### src/rtl/bcft_pkg.sv
// ----------------------------------------------------------------------------
// bcft_pkg
// Shared types and constants for the button countdown fan timer.
// ----------------------------------------------------------------------------
package bcft_pkg;

  localparam int DEBOUNCE_COUNT = 3;
  localparam int SEC_MAX        = 59;
  localparam int PRESET_MAX     = 10;
  localparam int PRESET_MIN     = 2;
  localparam int PRESET_STEP    = 2;
  localparam int COOL_MAX       = 60;
  localparam int COOL_MIN       = 30;
  localparam int COOL_PER_MIN   = 10;
  localparam int STOP_SEC_LIMIT = 50;

  localparam int CFG_IDX_W  = 8;
  localparam int CFG_DATA_W = 16;

  typedef enum logic [CFG_IDX_W-1:0] {
    REG_MIN_PRESS  = 8'd0,
    REG_SHORT      = 8'd1,
    REG_LONG       = 8'd2,
    REG_SET_IDLE   = 8'd3
  } reg_idx_t;

  typedef enum logic [1:0] {
    ST_STANDBY = 2'd0,
    ST_SETTING = 2'd1,
    ST_COOLING = 2'd2,
    ST_RUNNING = 2'd3
  } status_t;

  typedef struct packed {
    logic action;
    logic button_level;
  } item_t;

  typedef struct packed {
    logic [CFG_DATA_W-1:0] min_press;
    logic [CFG_DATA_W-1:0] short_press;
    logic [CFG_DATA_W-1:0] long_press;
    logic [CFG_DATA_W-1:0] set_idle;
  } cfg_t;

  // Packed so that fan_on lands in bit 0.
  typedef struct packed {
    logic       timer_done;
    logic [5:0] cooling_left;
    logic [3:0] preset_minutes;
    logic [5:0] shown_seconds;
    logic [3:0] shown_minutes;
    status_t    status;
    logic       fan_on;
  } result_t;

endpackage

### src/rtl/bcft_core.sv
// ----------------------------------------------------------------------------
// bcft_core
// Timer state and single-pass next-state logic: debounce, press timing,
// set mode, countdown and cooling. Result is formed from the next state.
// ----------------------------------------------------------------------------
module bcft_core #(
  parameter int TIME_BITS = 32
) (
  input  logic             clk,
  input  logic             rst_n,
  input  logic             step,
  input  bcft_pkg::item_t  item,
  input  bcft_pkg::cfg_t   cfg,
  output bcft_pkg::result_t result
);
  import bcft_pkg::*;

  logic                 cand_r, cand_nxt;
  logic [1:0]           sc_r, sc_nxt;
  logic                 deb_r, deb_nxt;
  logic                 prev_r, prev_nxt;
  logic [TIME_BITS-1:0] tick_r, tick_nxt;
  logic [TIME_BITS-1:0] press_start_r, press_start_nxt;
  logic [TIME_BITS-1:0] set_start_r, set_start_nxt;
  logic                 pressed_r, pressed_nxt;
  logic                 released_r, released_nxt;
  logic                 lh_r, lh_nxt;
  logic                 set_mode_r, set_mode_nxt;
  logic [3:0]           preset_r, preset_nxt;
  logic                 running_r, running_nxt;
  logic                 cooling_r, cooling_nxt;
  logic [3:0]           min_r, min_nxt;
  logic [5:0]           sec_r, sec_nxt;
  logic [5:0]           cool_r, cool_nxt;
  logic                 fan_r, fan_nxt;

  logic                 stable;
  logic [TIME_BITS-1:0] dur, hold, idle;
  logic [4:0]           diff;
  logic [4:0]           preset_step;

  always_comb begin
    cand_nxt        = cand_r;
    sc_nxt          = sc_r;
    deb_nxt         = deb_r;
    prev_nxt        = prev_r;
    tick_nxt        = tick_r;
    press_start_nxt = press_start_r;
    set_start_nxt   = set_start_r;
    pressed_nxt     = pressed_r;
    released_nxt    = released_r;
    lh_nxt          = lh_r;
    set_mode_nxt    = set_mode_r;
    preset_nxt      = preset_r;
    running_nxt     = running_r;
    cooling_nxt     = cooling_r;
    min_nxt         = min_r;
    sec_nxt         = sec_r;
    cool_nxt        = cool_r;
    fan_nxt         = fan_r;
    stable          = 1'b0;
    dur             = '0;
    hold            = '0;
    idle            = '0;
    diff            = {1'b0, preset_r} - {1'b0, min_r};
    preset_step     = {1'b0, preset_r} + 5'(PRESET_STEP);

    if (!item.action) begin
      tick_nxt = tick_r + TIME_BITS'(1);
      if (item.button_level == cand_r) begin
        if (sc_r < 2'(DEBOUNCE_COUNT)) sc_nxt = sc_r + 2'd1;
        if (sc_nxt == 2'(DEBOUNCE_COUNT)) deb_nxt = cand_r;
      end else begin
        cand_nxt = item.button_level;
        sc_nxt   = 2'd1;
      end
      stable = (sc_nxt == 2'(DEBOUNCE_COUNT));

      if (stable && prev_r && !deb_nxt) begin
        press_start_nxt = tick_nxt;
        pressed_nxt     = 1'b1;
        released_nxt    = 1'b0;
      end

      if (stable && !prev_r && deb_nxt) begin
        dur          = tick_nxt - press_start_r;
        lh_nxt       = 1'b0;
        pressed_nxt  = 1'b0;
        released_nxt = 1'b1;
        if (dur >= TIME_BITS'(cfg.min_press)) begin
          if (!set_mode_r) begin
            if (dur < TIME_BITS'(cfg.short_press) && !cooling_r) begin
              // short click outside set mode and cooling: start, or stop with optional cooling
              running_nxt = !running_r;
              fan_nxt     = 1'b1;
              if (!running_r) begin
                min_nxt = preset_r;
                sec_nxt = 6'(SEC_MAX);
              end else if (diff != 5'd0 && sec_r <= 6'(STOP_SEC_LIMIT)) begin
                cooling_nxt = 1'b1;
                if (diff[4])                cool_nxt = 6'd0;
                else if (diff >= 5'd6)      cool_nxt = 6'(COOL_MAX);
                else                        cool_nxt = 6'(diff[2:0]) * 6'(COOL_PER_MIN);
              end else begin
                fan_nxt = 1'b0;
              end
            end
          end else if (dur < TIME_BITS'(cfg.short_press)) begin
            preset_nxt    = (preset_step > 5'(PRESET_MAX)) ? 4'(PRESET_MIN)
                                                           : preset_step[3:0];
            set_start_nxt = tick_nxt;
          end
        end
      end

      hold = tick_nxt - press_start_nxt;
      if (!lh_nxt && pressed_nxt && hold >= TIME_BITS'(cfg.long_press)) begin
        if (!set_mode_r && !running_nxt) begin
          lh_nxt        = 1'b1;
          set_mode_nxt  = 1'b1;
          set_start_nxt = tick_nxt;
        end else if (set_mode_r) begin
          lh_nxt       = 1'b1;
          set_mode_nxt = 1'b0;
        end
      end

      idle = tick_nxt - set_start_nxt;
      if (set_mode_nxt && released_nxt && idle >= TIME_BITS'(cfg.set_idle))
        set_mode_nxt = 1'b0;

      if (stable) prev_nxt = deb_nxt;
    end else begin
      if (running_r) begin
        if (sec_r != 6'd0) begin
          sec_nxt = sec_r - 6'd1;
        end else if (min_r != 4'd0) begin
          min_nxt = min_r - 4'd1;
          sec_nxt = 6'(SEC_MAX);
        end else begin
          running_nxt = 1'b0;
          cooling_nxt = 1'b1;
          if (preset_r < 4'd3)      cool_nxt = 6'(COOL_MIN);
          else if (preset_r > 4'd6) cool_nxt = 6'(COOL_MAX);
          else                      cool_nxt = 6'(preset_r) * 6'(COOL_PER_MIN);
        end
      end else if (cooling_r) begin
        if (cool_r <= 6'd1) begin
          cool_nxt    = 6'd0;
          cooling_nxt = 1'b0;
          fan_nxt     = 1'b0;
        end else begin
          cool_nxt = cool_r - 6'd1;
        end
      end
    end
  end

  always_comb begin
    result.fan_on         = fan_nxt;
    result.preset_minutes = preset_nxt;
    result.cooling_left   = cool_nxt;
    result.timer_done     = running_nxt && !cooling_nxt && min_nxt == 4'd0 && sec_nxt == 6'd0;
    if (set_mode_nxt)      result.status = ST_SETTING;
    else if (cooling_nxt)  result.status = ST_COOLING;
    else if (running_nxt)  result.status = ST_RUNNING;
    else                   result.status = ST_STANDBY;
    if (set_mode_nxt || (!running_nxt && !cooling_nxt)) begin
      result.shown_minutes = preset_nxt;
      result.shown_seconds = 6'd0;
    end else if (cooling_nxt) begin
      if (cool_nxt >= 6'(COOL_MAX)) begin
        result.shown_minutes = 4'd1;
        result.shown_seconds = cool_nxt - 6'(COOL_MAX);
      end else begin
        result.shown_minutes = 4'd0;
        result.shown_seconds = cool_nxt;
      end
    end else begin
      result.shown_minutes = min_nxt;
      result.shown_seconds = sec_nxt;
    end
  end

  always_ff @(posedge clk) begin
    if (!rst_n) begin
      cand_r        <= 1'b1;
      sc_r          <= 2'd0;
      deb_r         <= 1'b1;
      prev_r        <= 1'b1;
      tick_r        <= '0;
      press_start_r <= '0;
      set_start_r   <= '0;
      pressed_r     <= 1'b0;
      released_r    <= 1'b0;
      lh_r          <= 1'b0;
      set_mode_r    <= 1'b0;
      preset_r      <= 4'(PRESET_MAX);
      running_r     <= 1'b0;
      cooling_r     <= 1'b0;
      min_r         <= 4'd0;
      sec_r         <= 6'd0;
      cool_r        <= 6'd0;
      fan_r         <= 1'b0;
    end else if (step) begin
      cand_r        <= cand_nxt;
      sc_r          <= sc_nxt;
      deb_r         <= deb_nxt;
      prev_r        <= prev_nxt;
      tick_r        <= tick_nxt;
      press_start_r <= press_start_nxt;
      set_start_r   <= set_start_nxt;
      pressed_r     <= pressed_nxt;
      released_r    <= released_nxt;
      lh_r          <= lh_nxt;
      set_mode_r    <= set_mode_nxt;
      preset_r      <= preset_nxt;
      running_r     <= running_nxt;
      cooling_r     <= cooling_nxt;
      min_r         <= min_nxt;
      sec_r         <= sec_nxt;
      cool_r        <= cool_nxt;
      fan_r         <= fan_nxt;
    end
  end

endmodule

### src/rtl/button_countdown_fan_timer.sv
// ----------------------------------------------------------------------------
// button_countdown_fan_timer
// Debounced button control of a countdown timer with fan cooling period.
// An accepted beat waits in the input register; its result is registered
// into out_tdata. Throughput: one beat per cycle while out_tready is high;
// a beat is taken while a result waits only if the input register is empty.
// Reset: synchronous active-low; config registers return to their defaults.
// ----------------------------------------------------------------------------
module button_countdown_fan_timer #(
  parameter int TIME_BITS = 32
) (
  input  logic                             clk,
  input  logic                             rst_n,
  input  logic                             in_tvalid,
  output logic                             in_tready,
  input  logic [7:0]                       in_tdata,   // [0] button_level
  input  logic [0:0]                       in_tuser,   // [0] action
  output logic                             out_tvalid,
  input  logic                             out_tready,
  // [0] fan_on, [2:1] status, [6:3] shown_minutes, [12:7] shown_seconds,
  // [16:13] preset_minutes, [22:17] cooling_left, [23] timer_done
  output logic [23:0]                      out_tdata,
  input  logic                             cfg_valid,
  output logic                             cfg_ready,
  input  logic [bcft_pkg::CFG_IDX_W-1:0]   cfg_index,
  input  logic [bcft_pkg::CFG_DATA_W-1:0]  cfg_data
);
  import bcft_pkg::*;

  logic    in_valid_r;
  item_t   item_r;
  logic    out_valid_r;
  result_t out_r;
  cfg_t    cfg_r;
  result_t result;
  logic    advance;

  assign advance    = in_valid_r && (!out_valid_r || out_tready);
  assign in_tready  = !in_valid_r || advance;
  assign out_tvalid = out_valid_r;
  assign out_tdata  = out_r;
  assign cfg_ready  = 1'b1;

  bcft_core #(.TIME_BITS(TIME_BITS)) u_core (
    .clk    (clk),
    .rst_n  (rst_n),
    .step   (advance),
    .item   (item_r),
    .cfg    (cfg_r),
    .result (result)
  );

  always_ff @(posedge clk) begin
    if (!rst_n) begin
      in_valid_r  <= 1'b0;
      out_valid_r <= 1'b0;
    end else begin
      if (in_tready) in_valid_r <= in_tvalid;
      if (advance)         out_valid_r <= 1'b1;
      else if (out_tready) out_valid_r <= 1'b0;
    end
  end

  always_ff @(posedge clk) begin
    if (in_tvalid && in_tready) begin
      item_r.action       <= in_tuser[0];
      item_r.button_level <= in_tdata[0];
    end
    if (advance) out_r <= result;
  end

  always_ff @(posedge clk) begin
    if (!rst_n) begin
      cfg_r.min_press   <= 16'd2;
      cfg_r.short_press <= 16'd100;
      cfg_r.long_press  <= 16'd150;
      cfg_r.set_idle    <= 16'd500;
    end else if (cfg_valid) begin
      unique case (cfg_index)
        REG_MIN_PRESS: cfg_r.min_press   <= cfg_data;
        REG_SHORT:     cfg_r.short_press <= cfg_data;
        REG_LONG:      cfg_r.long_press  <= cfg_data;
        REG_SET_IDLE:  cfg_r.set_idle    <= cfg_data;
        default: ;
      endcase
    end
  end

endmodule

### config.mk
export PLATFORM = sky130hd
export DESIGN_NAME = button_countdown_fan_timer
export DESIGN_NICKNAME = d
export VERILOG_FILES = /design/src/rtl/bcft_pkg.sv /design/src/rtl/bcft_core.sv /design/src/rtl/button_countdown_fan_timer.sv
export SDC_FILE = /design/constraint.sdc
export NUM_CORES = 1
export LEC_CHECK = 0
export BUFFER_PORTS_ARGS = -buffer_cell sky130_fd_sc_hd__buf_2
export CORE_ASPECT_RATIO = 0.8
export CORE_MARGIN = 8
export CORE_UTILIZATION = 36
export DETAILED_ROUTE_END_ITERATION = 16
export PLACE_DENSITY = 0.48
export SLEW_MARGIN = 20
export SYNTH_ARGS = -nofsm -noshare
export SYNTH_HDL_FRONTEND = slang
export SYNTH_SLANG_ARGS = --single-unit
### constraint.sdc
create_clock -name clk -period 12.7 [get_ports clk]
set_input_delay 2.54 -clock clk [delete_from_list [all_inputs] [get_ports clk]]
set_output_delay 2.54 -clock clk [all_outputs]
set_load 0.05 [all_outputs]
After elaboration in Yosys (flattened, before gate mapping)
Cells that the tools add are included.

Latch bits: 0. Memories kept: 0. Word-level logic and storage cells: 222. Input bits: 38. Memory bits (writable): 0. Register bits: 220. Output and inout bits: 27. Memory bits (read-only): 0.

Multiply operators: 2. Add/subtract/negate cells: 11. Bitwise logic cells: 2. Divide/modulo/power cells: 0. Eq/ne operators: 6. Multiplexer cells: 111. $lt $le $gt $ge: 12. Reduce and logical (&&, ||, !) cells: 45. Shift operators: 0.

Operators by type and width (count): $mux 32 (9); $mux 6 (25); $ge 32x16->1 (3); $sub 32x32->32 (3); $mux 4 (16); $mux 1 (52); $add 32x1->32 const B (1); $lt 32x16->1 (1); $mux 10 (2); $logic_and 1x1->1 (17); $eq 8x2->1 const B (2); $mux 2 (7); $sub 6x1->6 const B (2); $logic_not 1->1 (11); $reduce_and 2->1 (5); $eq 8x1->1 const B (1); $logic_not 8->1 (1); $ge 6x6->1 const B (1); $le 6x1->1 const B (1); $le 6x6->1 const B (1); $logic_not 6->1 (1); $reduce_and 3->1 (2); $reduce_bool 6->1 (1); $sub 6x6->6 const B (1); 19 further kinds (23).

Longest topological paths before layout
Depth in word-level cells: 24. Gate-level depth with buffers: 53. Gate-level depth less buffers: 48.

Cells and area by module
From an unflattened synthesis, not the netlist that was laid out.

Cells, all modules: 2311. Area total of the unflattened synthesis: 18181.2 um2.

Modules (own cells, without submodules): bcft_core (area each 14789.2 um2, cells an instance 2036, sequential area each 2542.4 um2, times used 1); button_countdown_fan_timer (area each 3392.0 um2, cells an instance 275, sequential area each 2102.0 um2, times used 1).

Worst setup path before layout
No wires, ideal clock.

Kind: register -> register. From: register u_core.tick_r[0]. To: register out_r (netlist bit out_tdata[3]) (data pin). Setup time: 262 ps. Data required time: 12438 ps. Stages on the path, launching flop included: 51. Path buffers: 4. Clock period less this slack: 10362 ps. Arrival time: 10100 ps. Path slack: 2338 ps. Cell sequence: dfxtp_1 > ha_1 > nand3_1 > nor3_1 > and3_1 > and3_1 > and3_1 > clkbuf_1 > nand2_1 > nor2_1 > and3_1 > and3_1 > nand3_1 > xnor2_1 > ha_1 > a21o_1 > a21o_1 > a21oi_1 > (+15 left out) > o21ai_0 > nand3_1 > nand2_1 > a21o_1 > a21oi_1 > xnor2_1 > ha_1 > a21oi_1 > nor2b_1 > o21ai_0 > o211ai_1 > nor3_1 > nand3_1 > a2111oi_0 > o2111a_1 > a221oi_2 > o32ai_1 > mux2_1.

RTL lines: from (decl) (RTL line bcft_core.sv:22) `logic [TIME_BITS-1:0] tick_r, tick_nxt;`; from (signal assigned) (RTL line bcft_core.sv:210) `tick_r <= tick_nxt;`; to (signal assigned) (RTL line button_countdown_fan_timer.sv:69) `if (advance) out_r <= result;`; to (decl) (RTL line button_countdown_fan_timer.sv:33) `result_t out_r;`.

Worst setup path in the final report
From: register u_core.tick_r[1]. To: register out_r (netlist bit out_tdata[9]) (data pin).

Cells in the longest elaborated chain, start to end: 20. Elaborated cells between the ends (all ways): 57. Those cells by class: 5 x add/sub; 5 x order compare; 37 x mux; 10 x reduce/logical.

RTL lines: $add 32x1->32 * (RTL line bcft_core.sv:69) `tick_nxt = tick_r + TIME_BITS'(1);`; $sub 32x32->32 (RTL line bcft_core.sv:86) `dur = tick_nxt - press_start_r;`; $lt 32x16->1 (RTL line bcft_core.sv:92, bcft_core.sv:108); $logic_and 1x1->1 (RTL line bcft_core.sv:92) `if (dur < TIME_BITS'(cfg.short_press) && !cooling_r) begin`; $mux 1 (RTL line bcft_core.sv:92); $mux 1 (RTL line bcft_core.sv:91) `if (!set_mode_r) begin`; $mux 1 (RTL line bcft_core.sv:90) `if (dur >= TIME_BITS'(cfg.min_press)) begin`; $mux 1 (RTL line bcft_core.sv:85) `if (stable && !prev_r && deb_nxt) begin`; (+4 left out); $mux 32 (RTL line bcft_core.sv:117) `if (!lh_nxt && pressed_nxt && hold >= TIME_BITS'(cfg.long_press)) begin`; $mux 32 (RTL line bcft_core.sv:68) `if (!item.action) begin`; $sub 32x32->32 (RTL line bcft_core.sv:128) `idle = tick_nxt - set_start_nxt;`; $ge 32x16->1 (RTL line bcft_core.sv:129) `if (set_mode_nxt && released_nxt && idle >= TIME_BITS'(cfg.set_idle))`; $logic_and 1x1->1 (RTL line bcft_core.sv:129); $mux 1 (RTL line bcft_core.sv:129); $mux 1 (RTL line bcft_core.sv:68); $logic_or 1x1->1 (RTL line bcft_core.sv:168) `if (set_mode_nxt || (!running_nxt && !cooling_nxt)) begin`.

Mark *: on every way between the ends. The rest lies on a longest branch, timed or not. The select of a mux whose other input is x is not followed. A chain may end at the register's enable or synchronous reset.

==> flow_summary.json <==
{
  "mostFrequentLayoutCells": "280 x nand2_1, 240 x nor2_1, 204 x a21oi_1",
  "synth_seq_area_share_pct": 26.1,
  "synth-warning-count": 0,
  "synth_edf_count": 26,
  "cts_buffer_depth": 3,
  "tritoncts": "yes",
  "htree_num_levels": 1,
  "synth_ff_type": "dfxtp_1",
  "max-slew-margin-rel_pct": 25.7,
  "rsz0062_at_grt": "false",
  "ir_drop_mv": 0.103,
  "syn_nets": 2560,
  "power.internal_uw": 1260,
  "clkTransAtPathRegs_ns": 0.06,
  "via_count": 16950,
  "boundaryPins": 65,
  "wl_per_cell_um": 19.4,
  "seqPwrFrac_pct": 41.1,
  "cts_sinks": 219,
  "synthArstFlopShare_pct": 0,
  "worst_pin_slew_ns": 1.11,
  "grt_pass1_vias": 15670,
  "regArea_mm2": 0.00464,
  "drtIter0Drc": 1278,
  "chipHeight_um": 215,
  "drive_above_1_share_pct": 7.94,
  "period_minus_slack_ns": 11.71,
  "synth_seq_cells": 219,
  "cpPeakStageDelay_ns": 0.60,
  "leakage_uw": 0.00844,
  "netlist_instances": 2342,
  "period_share_pct": 92.2,
  "timing.hold.ws_ns": 0.455,
  "p_sw_uw": 488,
  "io_buffers": 56,
  "critPathRequiredTime_ns": 12.97,
  "path_common_cell": "and3_1",
  "critPathKind": "reg -> reg",
  "antenna_found_initial": 0,
  "cp.arrival_ns": 11.98,
  "cts_buffers": 27,
  "hold_viol_final": 0,
  "crit_path_start_kind": "flop",
  "slew_viol_final": 0,
  "maxCapViolCount": 0,
  "synth.distinct_cells": 85,
  "dp_hpwl_um": 46500,
  "nFillCells": 5125,
  "drc": 0,
  "drtAntennaViolNets": 0,
  "root_buffer": "clkbuf_16",
  "finalWorstSetupSlack_ns": 0.993,
  "die_w_um": 265,
  "finClkSkew_ns": 0.0172,
  "gr-total-overflow": 0,
  "cts.hold.buffers_added": 0,
  "critPathCaptureType": "flop",
  "place_congestion": 0.938,
  "placementRows": 73,
  "switching_share_pct": 28.0,
  "clkLatencyLatePin_ns": 0.58,
  "die_area_mm2": 0.0569,
  "multiInputGateArea_mm2": 0.0122,
  "path_max_fanout": 10,
  "crit_slowest_cell": "or4_4",
  "netlist_area_mm2": 0.0178,
  "status": "complete, no violations",
  "power.density_mw_per_mm2": 88.0,
  "drt_pass1_iterations": 6,
  "power.total_uw": 1740,
  "setup_violations": 0,
  "synth_area_per_cell_um2": 7.61,
  "pwr-share-clk_pct": 46.0,
  "wl_um": 58800,
  "start_util_pct": 36.1,
  "core-area_mm2": 0.0493,
  "timing.setup.tns_ns": 0,
  "grt_pass1_wl_um": 91800,
  "grt_max_degree": 75,
  "fmax_mhz": 85.4,
  "vias_per_cell": 5.59,
  "post-place-ws_ns": 0.635,
  "p_comb_share_pct": 12.8,
  "area_growth_pct": 11.2,
  "antenna_cells": 0,
  "nNetsFinal": 2592,
  "grt_util_all_layers_pct": 20.1,
  "final_common_cell": "nand2_1",
  "hold_path_class": "reg -> reg"
}
[power groups by stage]
stage / Sequential, uW / Combinational, uW / Clock (uW)
3_3_place_gp: 732 / 219 / 0
2_1_floorplan: 742 / 139 / 0
5_1_grt: 718 / 247 / 856
6_report: 717 / 224 / 803
4_1_cts: 717 / 223 / 831
3_5_place_dp: 732 / 221 / 0
[worst max-delay path: cells and delay by family, from the launching register on]
family | cells | cell delay [ns]
adder cells (fa/ha/maj) | 5 | 1.53
AND/OR/NAND/NOR | 21 | 4.79
AO/OA/AOI/OAI | 15 | 3.35
flip-flops | 1 | 0.39
multiplexers | 1 | 0.30
buffers and inverters | 4 | 0.70
XOR/XNOR | 2 | 0.29
[final timing paths]
kind                                               startpoint                          to  slack [ns]  cells past startpoint
worst max register to register  u_core.tick_r[1]$_SDFFE_PN0P_  out_tdata[9]$_SDFFCE_PP0P_        0.99                     48
worst max-delay path            u_core.tick_r[1]$_SDFFE_PN0P_  out_tdata[9]$_SDFFCE_PP0P_        0.99                     48
worst min register to register       u_core.lh_r$_SDFFE_PN0P_    u_core.lh_r$_SDFFE_PN0P_        0.46                      2
worst min-delay path                 u_core.lh_r$_SDFFE_PN0P_    u_core.lh_r$_SDFFE_PN0P_        0.46                      2
[through the flow]
stage / util, % / instances / instance area (um^2)
floorplan: - / 2342 / 17800
global placement: 38.2 / 2981 / 18900
detailed placement: 38.2 / 2981 / 18900
CTS: 40.1 / 3030 / 19800
global route: 40.2 / 3031 / 19800
finish: 40.2 / 3031 / 19800
[cell usage after synthesis, types with 8 or more instances]
cell type  count  area (um^2)
o211a_1        8         80.1
nor2b_1       21          131
o211ai_1      30          225
o21ai_0      106          531
nor2_1       242          908
a21oi_1      204         1020
nand2_1      280         1050
xor2_1        51          447
nand3_1       87          435
a31oi_1       16          100
and4_1         9         78.8
or3_1         11         68.8
mux2i_1       84          841
nor4_1        13         81.3
nand4_1       28          175
o21bai_1       9         67.6
xnor2_1       74          648
buf_2          9         45.0
nor3_1        50          250
o31ai_1       13         97.6
clkbuf_1      84          315
a2111oi_0      9         78.8
nand2b_1      17          106
o21a_1        28          210
inv_1        154          578
edfxtp_1      26          781
a211oi_1      59          443
a21o_1        33          248
and2_1        16          100
ha_1         176         2200
o21ai_1       42          210
dfxtp_1      193         3860
and3_1        28          175
[area by class of cell]
type / instances / share of cell area (%)
multi-input cells: 1866 / 61.7
well taps: 637 / 4.02
clock buffers: 34 / 3.85
inverters: 156 / 2.97
clock inverters: 15 / 0.777
repair buffers: 104 / 3.23
flip-flops and latches: 219 / 23.4
[per-layer routing]
| layer | global-route usage (%) | share of wire, % | up-vias |
|---|---|---|---|
| met4 | 2.69 | 1.2 | 0 |
| met1 | 33.4 | 56 | 8033 |
| li1 | - | - | 8468 |
| met3 | 3.53 | 6.7 | 41 |
| met5 | 0 | 0 | - |
| met2 | 26.2 | 36 | 408 |
[registers in the layout, indices dropped and copies added, names as in the netlist, 4 cells and up]
name	flops
u_core.tick_r	32
u_core.cool_r	6
u_core.press_start_r	32
out_tdata	24
u_core.set_start_r	32
cfg_r	64
u_core.sec_r	6
u_core.preset_r	4
u_core.min_r	4
[repair_timing]
item                                    CTS  global route
endpoints found under the setup margin    0            11
resized for setup                         0             6
setup buffers                             0             1
[cell families after synthesis]
family,synth area share [%]
other,0.0210
buffers and inverters,5.56
muxes,4.91
DFF,26.1
adders and majority gates,12.8
and+or+nand+nor,21.9
xor gates and xnor gates,6.15
AOI/OAI and AO/OA,22.6
No activity file was read; power rests on OpenSTA's default activity.
